==> src/hdl/sdp_pkg.sv <==
// ----------------------------------------------------------------------------
// sdp_pkg
// Shared constants, register indexes and the CORDIC arctangent table.
// ----------------------------------------------------------------------------
`timescale 1ns / 1ps
`default_nettype none

package sdp_pkg;

    localparam int COORD_FRAC_BITS = 14;
    localparam int PIXEL_FRAC_BITS = 4;
    localparam int CORDIC_STAGES   = 16;

    localparam int IN_W    = 16;
    localparam int ROOT_W  = COORD_FRAC_BITS + 1;
    localparam int SQ_W    = 2 * ROOT_W;
    localparam int GUARD_W = 16;
    localparam int DATA_W  = IN_W + GUARD_W + 2;
    localparam int ACC_W   = 35;
    localparam int ANG_W   = 33;
    localparam int U_W     = 18;
    localparam int V_W     = 17;
    localparam int WIDTH_W = 14;
    localparam int HEIGHT_W = 13;

    localparam logic [WIDTH_W-1:0]  WIDTH_RESET  = 14'd1920;
    localparam logic [HEIGHT_W-1:0] HEIGHT_RESET = 13'd960;

    localparam logic [0:0] REG_IMAGE_WIDTH  = 1'b0;
    localparam logic [0:0] REG_IMAGE_HEIGHT = 1'b1;

    function automatic logic [31:0] atan_at(input int k);
        logic [31:0] r;
        unique case (k)
            0:  r = 32'h20000000;
            1:  r = 32'h12E4051E;
            2:  r = 32'h09FB385B;
            3:  r = 32'h051111D4;
            4:  r = 32'h028B0D43;
            5:  r = 32'h0145D7E1;
            6:  r = 32'h00A2F61E;
            7:  r = 32'h00517C55;
            8:  r = 32'h0028BE53;
            9:  r = 32'h00145F2F;
            10: r = 32'h000A2F98;
            11: r = 32'h000517CC;
            12: r = 32'h00028BE6;
            13: r = 32'h000145F3;
            14: r = 32'h0000A2FA;
            15: r = 32'h0000517D;
            16: r = 32'h000028BE;
            17: r = 32'h0000145F;
            18: r = 32'h00000A30;
            19: r = 32'h00000518;
            20: r = 32'h0000028C;
            21: r = 32'h00000146;
            22: r = 32'h000000A3;
            23: r = 32'h00000051;
            24: r = 32'h00000029;
            25: r = 32'h00000014;
            26: r = 32'h0000000A;
            27: r = 32'h00000005;
            28: r = 32'h00000003;
            29: r = 32'h00000001;
            30: r = 32'h00000001;
            default: r = 32'h00000000;
        endcase
        return r;
    endfunction

endpackage

`default_nettype wire

==> src/hdl/sdp_angle.sv <==
// ----------------------------------------------------------------------------
// sdp_angle
// Pipelined vectoring CORDIC that returns the angle of a vector as a binary
// angle (pi = 2^31), clamped to plus or minus pi.
// ----------------------------------------------------------------------------
`timescale 1ns / 1ps
`default_nettype none

module sdp_angle #(
    parameter int STAGES = sdp_pkg::CORDIC_STAGES
) (
    input  wire logic                              clk,
    input  wire logic                              en,
    input  wire logic signed [sdp_pkg::IN_W-1:0]   re_in,
    input  wire logic signed [sdp_pkg::IN_W-1:0]   im_in,
    output logic signed [sdp_pkg::ANG_W-1:0]       angle
);

    localparam int DW = sdp_pkg::DATA_W;
    localparam int AW = sdp_pkg::ACC_W;
    localparam int GW = sdp_pkg::ANG_W;
    localparam logic signed [AW-1:0] PI_ACC = AW'(64'sd2147483648);
    localparam logic signed [GW-1:0] PI_ANG = GW'(64'sd2147483648);
    localparam logic signed [GW-1:0] HALF_PI_ANG = GW'(64'sd1073741824);

    logic signed [DW-1:0] re_reg [0:STAGES];
    logic signed [DW-1:0] im_reg [0:STAGES];
    logic signed [AW-1:0] acc_reg [0:STAGES];
    logic                 spec_reg [0:STAGES];
    logic signed [GW-1:0] spec_ang_reg [0:STAGES];
    logic signed [GW-1:0] angle_reg;

    logic signed [DW-1:0] re_ext;
    logic signed [DW-1:0] im_ext;
    logic signed [DW-1:0] re_next;
    logic signed [DW-1:0] im_next;
    logic signed [AW-1:0] acc_next;
    logic                 spec_next;
    logic signed [GW-1:0] spec_ang_next;
    logic signed [GW-1:0] angle_next;

    always_comb
    begin
        re_ext = {{(DW-sdp_pkg::IN_W-sdp_pkg::GUARD_W){re_in[sdp_pkg::IN_W-1]}},
                  re_in, {sdp_pkg::GUARD_W{1'b0}}};
        im_ext = {{(DW-sdp_pkg::IN_W-sdp_pkg::GUARD_W){im_in[sdp_pkg::IN_W-1]}},
                  im_in, {sdp_pkg::GUARD_W{1'b0}}};
        spec_next = 1'b0;
        spec_ang_next = '0;
        re_next = re_ext;
        im_next = im_ext;
        acc_next = '0;
        if (im_in == '0)
        begin
            spec_next = 1'b1;
            spec_ang_next = re_in[sdp_pkg::IN_W-1] ? PI_ANG : '0;
        end
        else if (re_in == '0)
        begin
            spec_next = 1'b1;
            spec_ang_next = im_in[sdp_pkg::IN_W-1] ? -HALF_PI_ANG : HALF_PI_ANG;
        end
        if (re_in[sdp_pkg::IN_W-1])
        begin
            acc_next = im_in[sdp_pkg::IN_W-1] ? -PI_ACC : PI_ACC;
            re_next = -re_ext;
            im_next = -im_ext;
        end
    end

    always_ff @(posedge clk)
    begin
        if (en)
        begin
            re_reg[0] <= re_next;
            im_reg[0] <= im_next;
            acc_reg[0] <= acc_next;
            spec_reg[0] <= spec_next;
            spec_ang_reg[0] <= spec_ang_next;
        end
    end

    for (genvar k = 0; k < STAGES; k++)
    begin : g_iter
        logic signed [AW-1:0] step;
        assign step = AW'(signed'({1'b0, sdp_pkg::atan_at(k)}));

        always_ff @(posedge clk)
        begin
            if (en)
            begin
                if (!im_reg[k][DW-1])
                begin
                    re_reg[k+1] <= re_reg[k] + (im_reg[k] >>> k);
                    im_reg[k+1] <= im_reg[k] - (re_reg[k] >>> k);
                    acc_reg[k+1] <= acc_reg[k] + step;
                end
                else
                begin
                    re_reg[k+1] <= re_reg[k] - (im_reg[k] >>> k);
                    im_reg[k+1] <= im_reg[k] + (re_reg[k] >>> k);
                    acc_reg[k+1] <= acc_reg[k] - step;
                end
                spec_reg[k+1] <= spec_reg[k];
                spec_ang_reg[k+1] <= spec_ang_reg[k];
            end
        end
    end

    always_comb
    begin
        if (spec_reg[STAGES])
            angle_next = spec_ang_reg[STAGES];
        else if (acc_reg[STAGES] > PI_ACC)
            angle_next = PI_ANG;
        else if (acc_reg[STAGES] < -PI_ACC)
            angle_next = -PI_ANG;
        else
            angle_next = acc_reg[STAGES][GW-1:0];
    end

    always_ff @(posedge clk)
    begin
        if (en)
            angle_reg <= angle_next;
    end

    assign angle = angle_reg;

endmodule

`default_nettype wire

==> config.mk <==
export PLATFORM = sky130hd
export DESIGN_NAME = sdp_angle
export DESIGN_NICKNAME = d
export VERILOG_FILES = /design/src/hdl/sdp_pkg.sv /design/src/hdl/sdp_angle.sv
export SDC_FILE = /design/constraint.sdc
export NUM_CORES = 2
export LEC_CHECK = 0
export BUFFER_PORTS_ARGS = -buffer_cell sky130_fd_sc_hd__buf_2
export CELL_PAD_IN_SITES_DETAIL_PLACEMENT = 1
export CELL_PAD_IN_SITES_GLOBAL_PLACEMENT = 2
export CORE_AREA = 2 2 415 726
export CTS_CLUSTER_DIAMETER = 80
export DETAILED_ROUTE_END_ITERATION = 8
export DIE_AREA = 0 0 417 728
export PLACE_DENSITY = 0.86
export SLEW_MARGIN = 20
export SYNTH_ARGS = -nofsm -noshare
export SYNTH_HDL_FRONTEND = slang
export SYNTH_SLANG_ARGS = --single-unit
==> constraint.sdc <==
create_clock -name clk -period 5.1 [get_ports clk]
set_input_delay 0.51 -clock clk [delete_from_list [all_inputs] [get_ports clk]]
set_output_delay 0.51 -clock clk [all_outputs]
set_load 0.1 [all_outputs]
; ---- Word-level counts from Yosys, hierarchy flattened
; Memories as Yosys holds them, arrays and structs flattened.
; Index checks and enable logic that the tools add are counted.
; W data, S select, Z words.
[totals]
memories = 5
wordCells = 314
inputBits = 34
ram_bits = 2329
regBits = 33
output_inout_bits = 33
[mem_list]
columns = memory, depth, width, rd, rd_clocked_by_memory_dff, write_ports, line_no
row1 = acc_reg, 17, 35, 17, 0, 17, sdp_angle.sv:28  ; logic signed [AW-1:0] acc_reg [0:STAGES];
row2 = im_reg, 17, 34, 16, 0, 17, sdp_angle.sv:27  ; logic signed [DW-1:0] im_reg [0:STAGES];
row3 = re_reg, 17, 34, 16, 0, 17, sdp_angle.sv:26  ; logic signed [DW-1:0] re_reg [0:STAGES];
row4 = spec_ang_reg, 17, 33, 17, 0, 17, sdp_angle.sv:30  ; logic signed [GW-1:0] spec_ang_reg [0:STAGES];
row5 = spec_reg, 17, 1, 17, 0, 17, sdp_angle.sv:29  ; logic spec_reg [0:STAGES];
[op_classes]
bitwise = 48
reduce_logical = 2
addsub = 97
n_lt_le_gt_ge = 2
mux = 159
[op_table]
columns = cell, n
row1 = $mux W34, 34
row2 = $mux W35, 18
row3 = $mux W33, 6
row4 = $mux W1, 100
row5 = $add A34 B19 Y34, 2
row6 = $add A34 B20 Y34, 2
row7 = $add A34 B21 Y34, 2
row8 = $add A34 B22 Y34, 2
row9 = $add A34 B23 Y34, 2
row10 = $add A34 B24 Y34, 2
row11 = $add A34 B25 Y34, 2
row12 = $add A34 B26 Y34, 2
row13 = $add A34 B27 Y34, 2
row14 = $add A34 B28 Y34, 2
row15 = $add A34 B29 Y34, 2
row16 = $add A34 B30 Y34, 2
row17 = $add A34 B31 Y34, 2
row18 = $add A34 B32 Y34, 2
row19 = $add A34 B33 Y34, 2
row20 = $neg A32 Y34, 2
row21 = $sub A34 B19 Y34, 2
row22 = $sub A34 B20 Y34, 2
row23 = $sub A34 B21 Y34, 2
row24 = $sub A34 B22 Y34, 2
row25 = 50 further kinds, 110

; ---- Longest topological paths before layout
; An unclocked memory read counts as a cell.
[depth]
word_depth = 5
mapped_depth = 23
depth_no_buf = 22

; ---- Worst setup path after synthesis
; Ideal clock, no wire load.
[synth_path]
path_kind = input to register
start = input en
end = memory im_reg[7][32] (netlist bit), data pin
path_buffers = 5
path_stages = 20
path_slack_ps = -81
required_ps = 4839
arrival_time_ps = 4920
setup_ps = 261
path_cell_list = buf_6 -> clkbuf_1 -> clkbuf_1 -> nand2_1 -> inv_1 -> clkbuf_1 -> buf_1 -> nor2_1 -> xor2_1 -> ha_1 -> a21o_1 -> a21oi_1 -> o21bai_1 -> a21oi_1 -> o21bai_1 -> a31o_2 -> a311o_1 -> a31oi_1 -> o21ai_1 -> o311a_1
[synth_lines]
columns = item, line_no
row1 = "start, declared", sdp_angle.sv:13  ; input wire logic en,
row2 = "end, declared", sdp_angle.sv:27

==> parameters.txt <==
Parameter                              Value

Run status
  Result of the run ... finished clean

Cells and area
  Fillers ... 33,400
  Non-Filler Instances ... 16,600
  Synthesis-to-layout area growth ... 14.4%
  Number of flip-flops in the largest register ... 489
  Share of layout cells above drive strength 1 ... 0.103
  Area used by sequential logic in the layout ... 43,100 sq um
  Area of the multi-input gates ... 70,400 sq um
  Number of nets at the end of the flow ... 14,000
  Share of the core filled with cells ... 0.444

Setup path
  Last element of the critical path ... re_reg[10][33]
  Startpoint Class ... register
  Reg-to-Reg Start ... im_reg[9][9]
  R2R depth ... 20
  Arrival time of data at the critical path endpoint ... 5.63 ns
  Destination of the worst register-to-register timing path ... re_reg[10][33]
  Startpoint-to-endpoint class of the critical path ... register to register
  Minimum setup slack among reg-to-reg paths ... 0.07 ns
  Required @ worst endpoint ... 5.70 ns
  Max FO, Critical Path ... 3
  Critical path startpoint ... im_reg[9][9]
  Endpoint type of the worst setup path ... register

Routing
  Residual DRC count ... 0
  Ratio of routed vias to standard cells ... 5.68
  Average routed wire per standard cell ... 23.0 um
  Detailed router's first-iteration violation count ... 3,585
  Count of antenna-violating nets left after detailed routing ... 0
  Number of vias in the routed layout ... 94,400
  Count of TritonRoute iterations in the first routing pass ... 5
  Total routed wirelength ... 382,000 um

Synth
  Post-synthesis instance total ... 11,800
  Number of enable flip-flop cells after synthesis ... 1,436
  Cell type contributing the most total cell area after synthesis ... sky130_fd_sc_hd__edfxtp_1
  Combined area of all synthesized cells ... 116,000 sq um
  Synthesis Warnings ... 0
  Count of state elements after synthesis ... 1,436
  Leading cell types by total area after synthesis ... sky130_fd_sc_hd__edfxtp_1 37%, sky130_fd_sc_hd__ha_1 14%, sky130_fd_sc_hd__xnor2_1 8.5%
  Count of unique library cells instantiated by Yosys ... 99
  Dominant register cell in the synthesized netlist ... sky130_fd_sc_hd__edfxtp_1
  Sequential area share after synthesis ... 0.373
  Synth top area share ... 0.373
  Average cell area after synthesis ... 9.80 sq um
  Proportion of register bits with asynchronous set or reset after synthesis ... 0

Clock tree
  TritonCTS clock tree ... built
  Clock insertion delay at the later pin of the skew report ... 0.88 ns
  Clock slew at the register clock pins of the worst setup and hold paths ... 0.06 ns
  Longest Clk Path Bufs ... 4
  Clock tree root buffer cell ... sky130_fd_sc_hd__clkbuf_16
  Num Clock Sinks ... 1,436
  H-Tree Depth ... 4
  TritonCTS buffer count ... 168

STA
  Final Setup Violations ... 0
  Highest clock frequency the design can meet ... 199 MHz
  Setup Total Neg Slack ... 0 ns
  Post-route worst hold slack ... 0.0678 ns
  Least-Margin Pin Slew ... 1.09 ns
  Max-slew headroom ... 0.274
  Max-slew violation count ... 0
  Ratio of final minimum period to clock period ... 0.985
  Final hold violations ... 0
  Unrepaired setup endpoints after global routing ... true
  Post-route clock skew ... 0.0561 ns
  Clock period minus final worst setup slack ... 5.03 ns

Min path
  Worst min-delay path class ... input port to register

GRT
  Number of global-route vias before repair ... 103,000
  Global-route total usage across every layer ... 0.246
  Global-route wire length before repair ... 584,000 um
  Total congestion overflow ... 0
  Pin count of the biggest net entering global routing ... 110
  Antenna violations before repair ... 10

Run
  Maximum Capacitance Violations ... 0

Placement
  Weighted congestion reported at the end of routability-driven placement ... 0.948
  Final HPWL from detailed placement ... 313,000 um
  Port bufs ... 65
  Cell total after placement ... 16,300

Floorplanning
  Horizontal extent of the die ... 417 um
  Initial core utilization ... 0.388
  # IOs ... 67
  Core Rows ... 265
  Die Area ... 304,000 sq um
  Core Region ... 297,000 sq um
  Vert. Die Dim ... 728 um
==> cells in the mapped netlist (30+ instances only) <==
library cell,number
sky130_fd_sc_hd__nor4_1,80
sky130_fd_sc_hd__nor2b_1,156
sky130_fd_sc_hd__nor2_1,913
sky130_fd_sc_hd__a21boi_0,35
sky130_fd_sc_hd__nand2b_1,238
sky130_fd_sc_hd__o41ai_1,59
sky130_fd_sc_hd__and2_1,85
sky130_fd_sc_hd__o21ai_0,633
sky130_fd_sc_hd__a31o_2,31
sky130_fd_sc_hd__mux2i_1,30
sky130_fd_sc_hd__o21a_1,197
sky130_fd_sc_hd__nand2_1,649
sky130_fd_sc_hd__inv_1,486
sky130_fd_sc_hd__o211ai_1,43
sky130_fd_sc_hd__nor3_1,261
sky130_fd_sc_hd__nand4_1,73
sky130_fd_sc_hd__nand3_1,186
sky130_fd_sc_hd__or4_1,38
sky130_fd_sc_hd__or2_2,44
sky130_fd_sc_hd__o31ai_1,151
sky130_fd_sc_hd__clkbuf_1,163
sky130_fd_sc_hd__or3_1,105
sky130_fd_sc_hd__xor2_1,563
sky130_fd_sc_hd__a21o_1,594
sky130_fd_sc_hd__a21oi_1,1150
sky130_fd_sc_hd__a211oi_1,84
sky130_fd_sc_hd__a31oi_1,90
sky130_fd_sc_hd__ha_1,1294
sky130_fd_sc_hd__xnor2_1,1123
sky130_fd_sc_hd__o21bai_1,155
sky130_fd_sc_hd__and3_1,110
sky130_fd_sc_hd__edfxtp_1,1436
sky130_fd_sc_hd__fa_1,36
==> metrics by stage <==
step,worst slack (ns),cell area [sq um]
after global placement,-0.471,126000
after detailed placement,-0.330,126000
after floorplan,0.0820,116000
after global routing,-0.186,132000
after CTS,-0.165,131000
final,0.0746,132000
==> logic make-up (layout without fill, tap and decap cells) <==
| group | count (synthesis) | after routing | synth area share |
|---|---|---|---|
| other | 1 | 7 | 0.0000325 |
| multiplexers | 57 | 57 | 0.00523 |
| AO/OA/AOI/OAI | 3553 | 3553 | 0.197 |
| buffers and inverters | 683 | 1635 | 0.0224 |
| AND/OR/NAND/NOR | 3042 | 3042 | 0.128 |
| flip-flops | 1436 | 1436 | 0.373 |
| adder cells (fa/ha/maj) | 1330 | 1330 | 0.146 |
| XOR/XNOR | 1686 | 1686 | 0.128 |
==> cell usage in the layout (no fill, tap or decap), types with 35 or more instances in the layout <==
master | Yosys | layout
sky130_fd_sc_hd__xor2_1 | 563 | 560
sky130_fd_sc_hd__fa_1 | 36 | 36
sky130_fd_sc_hd__inv_1 | 486 | 481
sky130_fd_sc_hd__nand2_1 | 649 | 644
sky130_fd_sc_hd__a31oi_1 | 90 | 88
sky130_fd_sc_hd__nand3_1 | 186 | 186
sky130_fd_sc_hd__ha_1 | 1294 | 1291
sky130_fd_sc_hd__o41ai_1 | 59 | 51
sky130_fd_sc_hd__nor2_1 | 913 | 901
sky130_fd_sc_hd__o21a_1 | 197 | 197
sky130_fd_sc_hd__a21o_1 | 594 | 594
sky130_fd_sc_hd__nor2b_1 | 156 | 156
sky130_fd_sc_hd__or2_2 | 44 | 43
sky130_fd_sc_hd__a21oi_1 | 1150 | 1139
sky130_fd_sc_hd__a211oi_1 | 84 | 79
sky130_fd_sc_hd__nor4_1 | 80 | 73
sky130_fd_sc_hd__buf_2 | 2 | 64
sky130_fd_sc_hd__nand4_1 | 73 | 73
sky130_fd_sc_hd__and3_1 | 110 | 110
sky130_fd_sc_hd__o21ai_0 | 633 | 623
sky130_fd_sc_hd__o21bai_1 | 155 | 155
sky130_fd_sc_hd__and2_1 | 85 | 85
sky130_fd_sc_hd__xnor2_1 | 1123 | 1120
sky130_fd_sc_hd__o211ai_1 | 43 | 43
sky130_fd_sc_hd__o31ai_1 | 151 | 145
sky130_fd_sc_hd__clkinv_1 | 3 | 35
sky130_fd_sc_hd__nand2b_1 | 238 | 238
sky130_fd_sc_hd__clkbuf_16 | 0 | 170
sky130_fd_sc_hd__edfxtp_1 | 1436 | 1436
sky130_fd_sc_hd__buf_4 | 1 | 735
sky130_fd_sc_hd__or3_1 | 105 | 101
sky130_fd_sc_hd__nor3_1 | 261 | 251
==> area by class of cell <==
cell class,instances,area share
clock buffer,194,0.0329
clock inverter,104,0.00806
timing repair buffer,844,0.0487
sequential,1436,0.326
multi-input combinational,9671,0.533
tap,3871,0.0367
antenna,4,0.0000758
inverter,493,0.0140
==> worst min-delay path by stage <==
stage,cells after the start,slack [ns],endpoint,start
2_1_floorplan,0,0.40,acc_reg[11][1],acc_reg[10][1]
4_1_cts,2,0.009,re_reg[0][18],re_in[2]
6_report,2,0.07,re_reg[0][18],re_in[2]
3_5_place_dp,0,0.41,spec_ang_reg[0][461],spec_ang_reg[0][428]
3_3_place_gp,0,0.40,spec_reg[13],spec_reg[12]
5_1_grt,2,0.05,re_reg[0][18],re_in[2]
==> layer usage <==
layer	vias up	GRT usage	routed length, um
met2	1428	0.517	222000
met1	46600	0.200	118000
met4	4	0.190	34500
li1	45300	-	-
met5	-	0	23
met3	1059	0.0250	8140
==> timing repair <==
item,in CTS,in global routing
buffers inserted,0,19
endpoints found under the setup margin,23,101
gates resized for setup,14,119
pin swaps,0,28
hold buffers,30,0
hold endpoints to repair,31,0
==> critical path: stages (launching register included) <==
cell and delay, ns:
sky130_fd_sc_hd__edfxtp_1 0.41, sky130_fd_sc_hd__inv_2 0.11, sky130_fd_sc_hd__ha_4 0.14, sky130_fd_sc_hd__nand2_2 0.06, sky130_fd_sc_hd__nor4_4 0.26, sky130_fd_sc_hd__inv_2 0.10, sky130_fd_sc_hd__or3_4 0.38, sky130_fd_sc_hd__or4_4 0.58
sky130_fd_sc_hd__or4_4 0.45, sky130_fd_sc_hd__o21ai_2 0.13, sky130_fd_sc_hd__xor2_1 0.16, sky130_fd_sc_hd__ha_1 0.27, sky130_fd_sc_hd__a21o_1 0.17, sky130_fd_sc_hd__a21o_1 0.18, sky130_fd_sc_hd__a21o_1 0.17, sky130_fd_sc_hd__a2111o_1 0.38
sky130_fd_sc_hd__o21ai_2 0.20, sky130_fd_sc_hd__o2111ai_2 0.14, sky130_fd_sc_hd__a41o_1 0.27, sky130_fd_sc_hd__a21oi_2 0.13, sky130_fd_sc_hd__xnor2_1 0.07
Power is not shown: default switching activity piles up to over one toggle a cycle in this logic, so the estimate is an artifact.
